[src/design/msp_pkg.sv]
`timescale 1ns / 1ps

package msp_pkg;

    // Profile constants
    localparam int PROFILE_LEN_MAX = 215;
    localparam int FRAC_BITS       = 8;
    localparam int RAMP_SHIFT      = 16 - FRAC_BITS;

    // Field widths
    localparam int TGT_W   = 16;
    localparam int SP_W    = 24;
    localparam int IDX_W   = 8;
    localparam int ACC_W   = 16;
    localparam int GAIN_W  = 16;
    localparam int HOLD_W  = 5;
    localparam int HALF_W  = 7;
    localparam int LEN_W   = 9;
    localparam int RAD_W   = GAIN_W + TGT_W;
    localparam int U2_W    = 2 * HALF_W;
    localparam int PROD_W  = ACC_W + U2_W;
    localparam int CALC_W  = 34;

    // APB
    localparam int APB_AW  = 5;
    localparam int APB_DW  = 32;
    localparam int REG_IDX_W = 3;

    localparam logic [REG_IDX_W-1:0] REG_LIN_HALF_ACCEL = 3'd0;
    localparam logic [REG_IDX_W-1:0] REG_ANG_HALF_ACCEL = 3'd1;
    localparam logic [REG_IDX_W-1:0] REG_LIN_ROOT_GAIN  = 3'd2;
    localparam logic [REG_IDX_W-1:0] REG_ANG_ROOT_GAIN  = 3'd3;
    localparam logic [REG_IDX_W-1:0] REG_HOLD_TICKS     = 3'd4;
    localparam logic [REG_IDX_W-1:0] REG_MAX_HALF_TICKS = 3'd5;

    // Opcodes
    localparam logic OP_START = 1'b0;
    localparam logic OP_TICK  = 1'b1;

    typedef logic signed [TGT_W-1:0] tgt_t;
    typedef logic signed [SP_W-1:0]  sp_t;
    typedef logic [IDX_W-1:0]        idx_t;

    typedef struct packed {
        logic [ACC_W-1:0]  lin_half_accel;
        logic [ACC_W-1:0]  ang_half_accel;
        logic [GAIN_W-1:0] lin_root_gain;
        logic [GAIN_W-1:0] ang_root_gain;
        logic [HOLD_W-1:0] hold_ticks;
        logic [HALF_W-1:0] max_half_ticks;
    } cfg_t;

    typedef struct packed {
        logic start_load;
        logic sqrt_init;
        logic sqrt_step;
        logic start_commit;
        logic tick_load;
        logic tick_mul;
        logic out_load;
    } cmd_t;

    typedef struct packed {
        logic sqrt_last;
    } stat_t;

endpackage

[src/design/msp_in_if.sv]
`timescale 1ns / 1ps

interface msp_in_if;
    import msp_pkg::*;

    logic valid;
    logic ready;
    logic opcode;
    tgt_t target_distance;
    tgt_t target_angle;

    modport source (output valid, output opcode, output target_distance,
                    output target_angle, input ready);
    modport sink   (input valid, input opcode, input target_distance,
                    input target_angle, output ready);
endinterface

[src/design/msp_out_if.sv]
`timescale 1ns / 1ps

interface msp_out_if;
    import msp_pkg::*;

    logic valid;
    logic ready;
    sp_t  lin_setpoint;
    sp_t  ang_setpoint;
    logic active;
    logic last;
    idx_t tick_index;

    modport source (output valid, output lin_setpoint, output ang_setpoint,
                    output active, output last, output tick_index, input ready);
    modport sink   (input valid, input lin_setpoint, input ang_setpoint,
                    input active, input last, input tick_index, output ready);
endinterface

[src/design/msp_cfg.sv]
`timescale 1ns / 1ps

module msp_cfg (
    input  logic                         clk,
    input  logic                         rst_n,
    input  logic                         psel,
    input  logic                         penable,
    input  logic                         pwrite,
    input  logic [msp_pkg::APB_AW-1:0]   paddr,
    input  logic [msp_pkg::APB_DW-1:0]   pwdata,
    output logic [msp_pkg::APB_DW-1:0]   prdata,
    output logic                         pready,
    output msp_pkg::cfg_t                cfg
);
    import msp_pkg::*;

    cfg_t                 cfg_reg;
    logic [REG_IDX_W-1:0] idx;
    logic                 wr_en;

    assign idx    = paddr[APB_AW-1:2];
    assign wr_en  = psel && penable && pwrite;
    assign pready = 1'b1;
    assign cfg    = cfg_reg;

    always_ff @(posedge clk or negedge rst_n) begin
        if (!rst_n) begin
            cfg_reg.lin_half_accel <= ACC_W'(164);
            cfg_reg.ang_half_accel <= ACC_W'(1707);
            cfg_reg.lin_root_gain  <= GAIN_W'(12800);
            cfg_reg.ang_root_gain  <= GAIN_W'(1229);
            cfg_reg.hold_ticks     <= HOLD_W'(15);
            cfg_reg.max_half_ticks <= HALF_W'(100);
        end
        else if (wr_en) begin
            unique case (idx)
                REG_LIN_HALF_ACCEL: cfg_reg.lin_half_accel <= pwdata[ACC_W-1:0];
                REG_ANG_HALF_ACCEL: cfg_reg.ang_half_accel <= pwdata[ACC_W-1:0];
                REG_LIN_ROOT_GAIN:  cfg_reg.lin_root_gain  <= pwdata[GAIN_W-1:0];
                REG_ANG_ROOT_GAIN:  cfg_reg.ang_root_gain  <= pwdata[GAIN_W-1:0];
                REG_HOLD_TICKS:     cfg_reg.hold_ticks     <= pwdata[HOLD_W-1:0];
                REG_MAX_HALF_TICKS: cfg_reg.max_half_ticks <= pwdata[HALF_W-1:0];
                default: ;
            endcase
        end
    end

    always_comb begin
        unique case (idx)
            REG_LIN_HALF_ACCEL: prdata = APB_DW'(cfg_reg.lin_half_accel);
            REG_ANG_HALF_ACCEL: prdata = APB_DW'(cfg_reg.ang_half_accel);
            REG_LIN_ROOT_GAIN:  prdata = APB_DW'(cfg_reg.lin_root_gain);
            REG_ANG_ROOT_GAIN:  prdata = APB_DW'(cfg_reg.ang_root_gain);
            REG_HOLD_TICKS:     prdata = APB_DW'(cfg_reg.hold_ticks);
            REG_MAX_HALF_TICKS: prdata = APB_DW'(cfg_reg.max_half_ticks);
            default:            prdata = '0;
        endcase
    end

endmodule

[src/design/msp_ctrl.sv]
`timescale 1ns / 1ps

module msp_ctrl (
    input  logic           clk,
    input  logic           rst_n,
    input  logic           in_valid,
    input  logic           in_opcode,
    output logic           in_ready,
    output logic           out_valid,
    input  logic           out_ready,
    input  msp_pkg::stat_t stat,
    output msp_pkg::cmd_t  cmd
);
    import msp_pkg::*;

    localparam logic [2:0] S_IDLE = 3'd0;
    localparam logic [2:0] S_MUL  = 3'd1;
    localparam logic [2:0] S_SQRT = 3'd2;
    localparam logic [2:0] S_DONE = 3'd3;
    localparam logic [2:0] S_TMUL = 3'd4;
    localparam logic [2:0] S_TOUT = 3'd5;

    logic [2:0] state_reg, state_next;
    logic       out_valid_reg, out_valid_next;
    logic       in_acc;

    assign in_ready  = (state_reg == S_IDLE);
    assign in_acc    = in_valid && in_ready;
    assign out_valid = out_valid_reg;

    always_comb begin
        state_next     = state_reg;
        out_valid_next = out_valid_reg && !out_ready;
        cmd            = '0;
        unique case (state_reg)
            S_IDLE: begin
                if (in_acc) begin
                    if (in_opcode == OP_START) begin
                        cmd.start_load = 1'b1;
                        state_next     = S_MUL;
                    end
                    else begin
                        cmd.tick_load = 1'b1;
                        state_next    = S_TMUL;
                    end
                end
            end
            S_MUL: begin
                cmd.sqrt_init = 1'b1;
                state_next    = S_SQRT;
            end
            S_SQRT: begin
                cmd.sqrt_step = 1'b1;
                if (stat.sqrt_last)
                    state_next = S_DONE;
            end
            S_DONE: begin
                cmd.start_commit = 1'b1;
                state_next       = S_IDLE;
            end
            S_TMUL: begin
                cmd.tick_mul = 1'b1;
                state_next   = S_TOUT;
            end
            S_TOUT: begin
                // wait for the output register to drain
                if (!out_valid_reg || out_ready) begin
                    cmd.out_load   = 1'b1;
                    out_valid_next = 1'b1;
                    state_next     = S_IDLE;
                end
            end
            default: state_next = S_IDLE;
        endcase
    end

    always_ff @(posedge clk or negedge rst_n) begin
        if (!rst_n) begin
            state_reg     <= S_IDLE;
            out_valid_reg <= 1'b0;
        end
        else begin
            state_reg     <= state_next;
            out_valid_reg <= out_valid_next;
        end
    end

endmodule

[src/design/msp_dp.sv]
`timescale 1ns / 1ps

module msp_dp (
    input  logic           clk,
    input  logic           rst_n,
    input  msp_pkg::cfg_t  cfg,
    input  msp_pkg::cmd_t  cmd,
    output msp_pkg::stat_t stat,
    input  msp_pkg::tgt_t  target_distance,
    input  msp_pkg::tgt_t  target_angle,
    output msp_pkg::sp_t   lin_setpoint,
    output msp_pkg::sp_t   ang_setpoint,
    output logic           active,
    output logic           last,
    output msp_pkg::idx_t  tick_index
);
    import msp_pkg::*;

    localparam logic [RAD_W-1:0] SQRT_BIT0 = RAD_W'(1) << (RAD_W - 2);
    localparam logic signed [CALC_W-1:0] SP_HI = CALC_W'((64'sd1 <<< (SP_W - 1)) - 64'sd1);
    localparam logic signed [CALC_W-1:0] SP_LO = CALC_W'(-(64'sd1 <<< (SP_W - 1)));
    localparam logic [LEN_W-1:0] LEN_MAX = LEN_W'(PROFILE_LEN_MAX);

    // move state
    logic              turn_mode_reg;
    logic              move_sign_reg;
    tgt_t              target_reg;
    logic [HALF_W-1:0] half_ticks_reg;
    idx_t              tick_count_reg;
    logic              running_reg;

    // square root unit
    logic [TGT_W-1:0]  mag_reg;
    logic [GAIN_W-1:0] gain_reg;
    logic [RAD_W-1:0]  rad_reg;
    logic [RAD_W-1:0]  root_reg;
    logic [RAD_W-1:0]  bit_reg;

    // tick pipeline
    logic              act_reg, fin_reg, ramp_reg, first_reg;
    idx_t              t_reg;
    logic [U2_W-1:0]   u2_reg;
    logic [PROD_W-1:0] prod_reg;

    // output register
    sp_t               lin_reg, ang_reg;
    logic              active_reg, last_reg;
    idx_t              idx_reg;

    // start decode
    tgt_t             sel_tgt;
    logic             is_turn;
    logic [TGT_W-1:0] sel_mag;

    assign is_turn = (target_angle != '0);
    assign sel_tgt = is_turn ? target_angle : target_distance;
    assign sel_mag = sel_tgt[TGT_W-1] ? (~sel_tgt + TGT_W'(1)) : sel_tgt;

    // one root bit per step
    logic [RAD_W:0]   trial;
    logic             trial_ge;
    logic [RAD_W-1:0] root_step, rad_step;
    logic [HALF_W-1:0] half_new;

    assign trial     = {1'b0, root_reg} + {1'b0, bit_reg};
    assign trial_ge  = ({1'b0, rad_reg} >= trial);
    assign root_step = trial_ge ? ((root_reg >> 1) + bit_reg) : (root_reg >> 1);
    assign rad_step  = trial_ge ? (rad_reg - trial[RAD_W-1:0]) : rad_reg;
    assign half_new  = (root_reg[RAD_W-1:3] > (RAD_W-3)'(cfg.max_half_ticks))
                       ? cfg.max_half_ticks : root_reg[HALF_W+2:3];
    assign stat.sqrt_last = bit_reg[0];

    // tick phase decode
    logic [LEN_W-1:0]  t9, m9, twom, len_raw, len;
    logic [LEN_W-1:0]  u9;
    logic [HALF_W-1:0] u;
    logic              act, fin, ramp, first;

    always_comb begin
        t9      = LEN_W'(tick_count_reg);
        m9      = LEN_W'(half_ticks_reg);
        twom    = m9 << 1;
        len_raw = twom + LEN_W'(cfg.hold_ticks);
        len     = (len_raw > LEN_MAX) ? LEN_MAX : len_raw;
        act     = running_reg && (t9 < len);
        fin     = act && ((t9 + LEN_W'(1)) == len);
        ramp    = t9 < twom;
        first   = t9 < m9;
        u9      = first ? t9 : (twom - LEN_W'(1) - t9);
        u       = u9[HALF_W-1:0];
    end

    // setpoint assembly
    logic [ACC_W-1:0]          h;
    logic signed [CALC_W-1:0]  ramp_mag, ramp_s, tq, sp, sp_sat;

    assign h = turn_mode_reg ? cfg.ang_half_accel : cfg.lin_half_accel;

    always_comb begin
        ramp_mag = $signed(CALC_W'(prod_reg >> RAMP_SHIFT));
        ramp_s   = move_sign_reg ? -ramp_mag : ramp_mag;
        tq       = CALC_W'(target_reg) <<< FRAC_BITS;
        if (ramp_reg)
            sp = first_reg ? ramp_s : (tq - ramp_s);
        else
            sp = tq;
        if (sp > SP_HI)
            sp_sat = SP_HI;
        else if (sp < SP_LO)
            sp_sat = SP_LO;
        else
            sp_sat = sp;
    end

    always_ff @(posedge clk or negedge rst_n) begin
        if (!rst_n) begin
            turn_mode_reg  <= 1'b0;
            move_sign_reg  <= 1'b0;
            target_reg     <= '0;
            half_ticks_reg <= '0;
            tick_count_reg <= '0;
            running_reg    <= 1'b0;
        end
        else begin
            if (cmd.start_load) begin
                turn_mode_reg  <= is_turn;
                move_sign_reg  <= sel_tgt[TGT_W-1];
                target_reg     <= sel_tgt;
                tick_count_reg <= '0;
                running_reg    <= 1'b1;
            end
            if (cmd.start_commit)
                half_ticks_reg <= half_new;
            if (cmd.tick_load) begin
                if (!act || fin)
                    running_reg <= 1'b0;
                if (tick_count_reg != '1)
                    tick_count_reg <= tick_count_reg + IDX_W'(1);
            end
        end
    end

    always_ff @(posedge clk) begin
        if (cmd.start_load) begin
            mag_reg  <= sel_mag;
            gain_reg <= is_turn ? cfg.ang_root_gain : cfg.lin_root_gain;
        end
        if (cmd.sqrt_init) begin
            rad_reg  <= RAD_W'(gain_reg) * RAD_W'(mag_reg);
            root_reg <= '0;
            bit_reg  <= SQRT_BIT0;
        end
        if (cmd.sqrt_step) begin
            rad_reg  <= rad_step;
            root_reg <= root_step;
            bit_reg  <= bit_reg >> 2;
        end
        if (cmd.tick_load) begin
            act_reg   <= act;
            fin_reg   <= fin;
            ramp_reg  <= act && ramp;
            first_reg <= first;
            t_reg     <= tick_count_reg;
            u2_reg    <= U2_W'(u) * U2_W'(u);
        end
        if (cmd.tick_mul)
            prod_reg <= PROD_W'(h) * PROD_W'(u2_reg);
        if (cmd.out_load) begin
            lin_reg    <= turn_mode_reg ? '0 : sp_sat[SP_W-1:0];
            ang_reg    <= turn_mode_reg ? sp_sat[SP_W-1:0] : '0;
            active_reg <= act_reg;
            last_reg   <= fin_reg;
            idx_reg    <= t_reg;
        end
    end

    assign lin_setpoint = lin_reg;
    assign ang_setpoint = ang_reg;
    assign active       = active_reg;
    assign last         = last_reg;
    assign tick_index   = idx_reg;

endmodule

[src/design/motion_setpoint_profile_generator.sv]
`timescale 1ns / 1ps
// Start transaction: no result; in_ready stays low from acceptance through the half-time commit
//   (operand latch, gain*|target| multiply, 16-step restoring square root
//   at one root bit per cycle, half-time clamp).
// Tick transaction: phase decode + u*u, accel multiply, then setpoint assembly into the output
//   register once it drains; the next transaction is accepted after the result is loaded.
// Output register holds a result until taken; a start may be accepted meanwhile.
// rst_n asynchronous, active low: control, config and move registers reset, no move running.
module motion_setpoint_profile_generator (
    input  logic                        clk,
    input  logic                        rst_n,
    msp_in_if.sink                      in_ch,
    msp_out_if.source                   out_ch,
    input  logic                        psel,
    input  logic                        penable,
    input  logic                        pwrite,
    input  logic [msp_pkg::APB_AW-1:0]  paddr,
    input  logic [msp_pkg::APB_DW-1:0]  pwdata,
    output logic [msp_pkg::APB_DW-1:0]  prdata,
    output logic                        pready
);
    import msp_pkg::*;

    cfg_t  cfg;
    cmd_t  cmd;
    stat_t stat;

    msp_cfg u_cfg (
        .clk     (clk),
        .rst_n   (rst_n),
        .psel    (psel),
        .penable (penable),
        .pwrite  (pwrite),
        .paddr   (paddr),
        .pwdata  (pwdata),
        .prdata  (prdata),
        .pready  (pready),
        .cfg     (cfg)
    );

    msp_ctrl u_ctrl (
        .clk       (clk),
        .rst_n     (rst_n),
        .in_valid  (in_ch.valid),
        .in_opcode (in_ch.opcode),
        .in_ready  (in_ch.ready),
        .out_valid (out_ch.valid),
        .out_ready (out_ch.ready),
        .stat      (stat),
        .cmd       (cmd)
    );

    msp_dp u_dp (
        .clk             (clk),
        .rst_n           (rst_n),
        .cfg             (cfg),
        .cmd             (cmd),
        .stat            (stat),
        .target_distance (in_ch.target_distance),
        .target_angle    (in_ch.target_angle),
        .lin_setpoint    (out_ch.lin_setpoint),
        .ang_setpoint    (out_ch.ang_setpoint),
        .active          (out_ch.active),
        .last            (out_ch.last),
        .tick_index      (out_ch.tick_index)
    );

endmodule

[src/flat_wrapper.sv]
// flat-port wrapper written by rule: the top's interface ports become plain ports
module motion_setpoint_profile_generator_flat import msp_pkg::*;
  (clk, rst_n, psel, penable, pwrite, paddr, pwdata, prdata, pready, in_ch_valid, in_ch_opcode, in_ch_target_distance, in_ch_target_angle, in_ch_ready, out_ch_valid, out_ch_lin_setpoint, out_ch_ang_setpoint, out_ch_active, out_ch_last, out_ch_tick_index, out_ch_ready);
  msp_in_if in_ch_i ();
  msp_out_if out_ch_i ();
  input  logic clk;
  input  logic rst_n;
  input  logic psel;
  input  logic penable;
  input  logic pwrite;
  input  logic [msp_pkg::APB_AW-1:0] paddr;
  input  logic [msp_pkg::APB_DW-1:0] pwdata;
  output logic [msp_pkg::APB_DW-1:0] prdata;
  output logic pready;
  input wire logic [$bits(in_ch_i.valid)-1:0] in_ch_valid;
  input wire logic [$bits(in_ch_i.opcode)-1:0] in_ch_opcode;
  input wire logic [$bits(in_ch_i.target_distance)-1:0] in_ch_target_distance;
  input wire logic [$bits(in_ch_i.target_angle)-1:0] in_ch_target_angle;
  output wire logic [$bits(in_ch_i.ready)-1:0] in_ch_ready;
  output wire logic [$bits(out_ch_i.valid)-1:0] out_ch_valid;
  output wire logic [$bits(out_ch_i.lin_setpoint)-1:0] out_ch_lin_setpoint;
  output wire logic [$bits(out_ch_i.ang_setpoint)-1:0] out_ch_ang_setpoint;
  output wire logic [$bits(out_ch_i.active)-1:0] out_ch_active;
  output wire logic [$bits(out_ch_i.last)-1:0] out_ch_last;
  output wire logic [$bits(out_ch_i.tick_index)-1:0] out_ch_tick_index;
  input wire logic [$bits(out_ch_i.ready)-1:0] out_ch_ready;
  assign in_ch_i.valid = in_ch_valid;
  assign in_ch_i.opcode = in_ch_opcode;
  assign in_ch_i.target_distance = in_ch_target_distance;
  assign in_ch_i.target_angle = in_ch_target_angle;
  assign in_ch_ready = in_ch_i.ready;
  assign out_ch_valid = out_ch_i.valid;
  assign out_ch_lin_setpoint = out_ch_i.lin_setpoint;
  assign out_ch_ang_setpoint = out_ch_i.ang_setpoint;
  assign out_ch_active = out_ch_i.active;
  assign out_ch_last = out_ch_i.last;
  assign out_ch_tick_index = out_ch_i.tick_index;
  assign out_ch_i.ready = out_ch_ready;
  motion_setpoint_profile_generator u_core (.clk(clk), .rst_n(rst_n), .in_ch(in_ch_i), .out_ch(out_ch_i), .psel(psel), .penable(penable), .pwrite(pwrite), .paddr(paddr), .pwdata(pwdata), .prdata(prdata), .pready(pready));
endmodule
[config.mk]
export PLATFORM = sky130hd
export DESIGN_NAME = motion_setpoint_profile_generator_flat
export DESIGN_NICKNAME = d
export VERILOG_FILES = /design/src/design/msp_pkg.sv /design/src/design/msp_in_if.sv /design/src/design/msp_out_if.sv /design/src/design/msp_cfg.sv /design/src/design/msp_ctrl.sv /design/src/design/msp_dp.sv /design/src/design/motion_setpoint_profile_generator.sv /design/src/flat_wrapper.sv
export SDC_FILE = /design/constraint.sdc
export NUM_CORES = 2
export LEC_CHECK = 0
export BUFFER_PORTS_ARGS = -buffer_cell sky130_fd_sc_hd__buf_2
export CELL_PAD_IN_SITES_DETAIL_PLACEMENT = 0
export CELL_PAD_IN_SITES_GLOBAL_PLACEMENT = 1
export CORE_MARGIN = 2
export CORE_UTILIZATION = 51
export CTS_BUF_LIST = sky130_fd_sc_hd__clkbuf_8
export DETAILED_ROUTE_END_ITERATION = 6
export GPL_ROUTABILITY_DRIVEN = 0
export GPL_TIMING_DRIVEN = 0
export PLACE_DENSITY = 0.88
export SLEW_MARGIN = 20
export SYNTH_ARGS = -nofsm -noshare
export SYNTH_HDL_FRONTEND = slang
export SYNTH_HIERARCHICAL = 1
export SYNTH_SLANG_ARGS = --single-unit
[constraint.sdc]
create_clock -name clk -period 9.7 [get_ports clk]
set_clock_uncertainty 0.1 [all_clocks]
set_input_delay 0.97 -clock clk [delete_from_list [all_inputs] [get_ports clk]]
set_output_delay 0.97 -clock clk [all_outputs]
set_load 0.1 [all_outputs]
==> flow_summary.yaml <==
outcome:
  status: "finished clean"
sta:
  hold_viol_final: 0
  ratio_of_final_minimum_period_to_clock_period: 0.835
  max_freq_mhz: 124
  post-route-worst-setup-slack_ns: 1.60
  tns_ns: 0
  worst_slew_pin_slew_ns: 0.827
  final-setup-viol-count: 0
  slew_violations: 0
  rsz0062_at_grt: "false"
  final.min_clock_period_ns: 8.10
  max-slew-margin-rel: 0.434
  finalHoldWorstSlack_ns: 0.120
final_layout:
  area_delta_synth_final_pct: 9.55
  final_net_count: 4813
  seqCellArea_sq_um: 9370
  final_layout_size_suffix_gt1_frac: 0.117
  largest_register_ffs: 76
  layout.core_utilization: 0.564
  multi_input_area_sq_um: 24800
  fillCellCount: 6393
place:
  estimated_wirelength_of_the_detail_placed_design_mm: 75.8
  post_place_setup_slack_ns: 1.75
  numPortBuffers: 134
routing:
  detail_route.first_pass.iterations: 7
  post_drt_via_cell_ratio: 5.55
  routedWlPerCell_um: 18.9
  first_iteration_detailed_routing_drc_count: 1923
  antenna_violating_nets_post_route: 0
  via_total_after_detailed_routing: 27883
  drc: 0
  drt_wl_total_mm: 95.1
grt:
  grtUsageTotal: 0.261
  grt_antenna_before_repair: 12
  grt_start_max_net_pins: 81
  grt-busiest-layer: "met2"
  use_met2: 0.440
  number_of_global_route_vias_before_repair: 28008
  grt_first_pass_wirelength_mm: 153
  grt-ovfl-total: 0
  grt.met3_usage: 0.0369
  groute.layer.met1.usage: 0.346
cts:
  clk_root_buffer_cell: "sky130_fd_sc_hd__clkbuf_8"
  number_of_clock_sinks: 330
  number_of_setup_buffers_added_after_cts: 0
  cts_inserted_buffers: 57
  cts_buffer_depth: 3
  clkLatencyLatePin_ns: 0.68
  htree_levels: 2
  worst_setup_hold_path_clk_slew_ns: 0.06
  hold_buffers: 0
  ctsResizeCount: 0
  clock_tree_from_tritoncts: "yes"
setup_path:
  start_kind: "register"
  worst_ep_required_time_ns: 9.99
  worstSetupEndpointType: "register"
  worst-endpoint-arrival_ns: 8.39
  cp_max_fo: 10
  timing_worst_setup_path_type: "reg -> reg"
floorplan:
  initial_utilization: 0.515
  boundaryPins: 170
  die_area_sq_um: 74200
  row_count: 98
  floorplan.die.width_um: 272
  chipHeight_um: 272
  core_area_sq_um: 71400
synthesis:
  syn_avg_cell_area_sq_um: 9.68
  dominantRegCellSynth: "sky130_fd_sc_hd__edfxtp_1"
  ys_async_sr_fraction: 0.342
  synth_compound_gate_area_share: 0.103
  ys_ff_latch: 330
  fraction_of_synthesized_cell_area_in_xor_and_xnor_cells: 0.0486
  yosysWarnings: 6
  post_synth_fa_ha_maj_area_fraction: 0.320
  post_synth_and_or_nand_nor_area_fraction: 0.147
  seq_area_frac_synth: 0.255
  largest_family_of_logic_cells_by_synthesized_area: "adder cells"
  synthesis.area_sq_um: 36700
  number_of_synthesized_flops_with_an_enable_pin: 216
  synthesis.instances: 3794
  yosys-mux-area-fraction: 0.0508
  yosysUniqueCellTypes: 102
hold_path:
  worstHoldPathType: "in -> async"
run:
  max-cap-violations: 0
## cell usage after synthesis, types with 42 or more instances
library cell               number  share of area
sky130_fd_sc_hd__clkbuf_1     106          0.011
sky130_fd_sc_hd__ha_1         339           0.12
sky130_fd_sc_hd__nor2_1       206          0.021
sky130_fd_sc_hd__a21oi_1      157          0.021
sky130_fd_sc_hd__o21ai_0      156          0.021
sky130_fd_sc_hd__a21o_1        57          0.012
sky130_fd_sc_hd__fa_1         376           0.20
sky130_fd_sc_hd__nand2_1      413          0.042
sky130_fd_sc_hd__nand3_1       50         0.0068
sky130_fd_sc_hd__inv_1        521          0.053
sky130_fd_sc_hd__mux2_2       103          0.032
sky130_fd_sc_hd__xnor2_1      114          0.027
sky130_fd_sc_hd__xor2_1        90          0.021
sky130_fd_sc_hd__edfxtp_1     216           0.18
sky130_fd_sc_hd__dfrtp_1       87          0.059
sky130_fd_sc_hd__and2_1       228          0.039
sky130_fd_sc_hd__nor3_1        42         0.0057
## per-layer routing
metal  vias up  routed length (um)  share of wire
li1      13051                   -              -
met1     13905               40800           0.43
met4         8                2930          0.031
met2       754               46200           0.49
met3       165                5060          0.053
met5         -                  49        0.00052
## worst paths after layout
| check | startpoint | to | slack (ns) | cells after the start |
|---|---|---|---|---|
| worst max-delay path | u_core/u_dp/turn_mode_reg | u_core/u_dp/prod_reg[29] | 1.60 | 26 |
| worst min-delay path | rst_n | u_core/u_cfg/cfg[56] | 0.12 | 1 |
| worst max register to register | u_core/u_dp/turn_mode_reg | u_core/u_dp/prod_reg[29] | 1.60 | 26 |
| worst min register to register | u_core/u_dp/t_reg[4] | u_core/u_dp/tick_index[4] | 0.32 | 0 |
| max in group asynchronous | rst_n | u_core/u_cfg/cfg[8] | 8.64 | 2 |
| min in group clk | u_core/u_dp/t_reg[4] | u_core/u_dp/tick_index[4] | 0.32 | 0 |
## worst max-delay path, cell delays in order (launching register included)
cell and delay [ns]:
sky130_fd_sc_hd__dfrtp_1 0.34, sky130_fd_sc_hd__clkbuf_1 0.47, sky130_fd_sc_hd__buf_6 0.25, sky130_fd_sc_hd__buf_6 0.18
sky130_fd_sc_hd__mux2_2 0.24, sky130_fd_sc_hd__clkbuf_1 0.60, sky130_fd_sc_hd__nand2_1 0.17, sky130_fd_sc_hd__fa_1 0.54
sky130_fd_sc_hd__inv_1 0.06, sky130_fd_sc_hd__fa_1 0.52, sky130_fd_sc_hd__fa_1 0.52, sky130_fd_sc_hd__inv_1 0.05
sky130_fd_sc_hd__fa_1 0.48, sky130_fd_sc_hd__inv_1 0.06, sky130_fd_sc_hd__fa_1 0.53, sky130_fd_sc_hd__inv_1 0.08
sky130_fd_sc_hd__fa_1 0.54, sky130_fd_sc_hd__inv_1 0.04, sky130_fd_sc_hd__ha_1 0.36, sky130_fd_sc_hd__a21o_1 0.18
sky130_fd_sc_hd__a21o_1 0.18, sky130_fd_sc_hd__a21o_1 0.19, sky130_fd_sc_hd__a32oi_1 0.41, sky130_fd_sc_hd__o211ai_1 0.22
sky130_fd_sc_hd__a31o_2 0.29, sky130_fd_sc_hd__a21oi_1 0.18, sky130_fd_sc_hd__xnor2_1 0.08
## through the flow
stage,std cells,instance area [sq um]
3_3_place_gp,4906,38700
6_report,5026,40200
5_1_grt,5025,40200
3_5_place_dp,4912,38900
4_1_cts,5020,40200
2_1_floorplan,3822,36800
## layout by cell type (no fill, tap or decap), drive strengths merged, types with 19 or more instances in the layout
cell	count
inv	537
nand2	413
fa	376
ha	339
and2	230
edfxtp	216
nor2	210
buf	182
clkbuf	175
o21ai	163
a21oi	157
xnor2	114
mux2	113
xor2	90
dfrtp	87
a21o	58
nand3	50
nor3	45
nor2b	36
a31oi	35
nand2b	33
conb	32
mux2i	31
a211oi	30
dfstp	26
o21a	24
o21bai	23
clkinv	19
## logic make-up (layout without fill, tap and decap cells)
group                      count (synthesis)  after routing
adders and majority gates                715            715
muxes                                    155            155
AOI/OAI and AO/OA                        599            599
other                                      4             38
buffers and inverters                    674            922
DFF                                      330            330
and+or+nand+nor                         1113           1113
xor gates and xnor gates                 204            204
## area by class of cell
cell class | instances | area share
diodes | 6 | 0.000373
clock inverters | 42 | 0.0106
multi-input cells | 2818 | 0.616
well taps | 950 | 0.0295
flip-flops and latches | 330 | 0.233
inverters | 523 | 0.0488
repair buffers | 140 | 0.0206
clock buffers | 66 | 0.0226
plain buffers | 151 | 0.0187
Power is not shown: default switching activity piles up to over one toggle a cycle in this logic, so the estimate is an artifact.
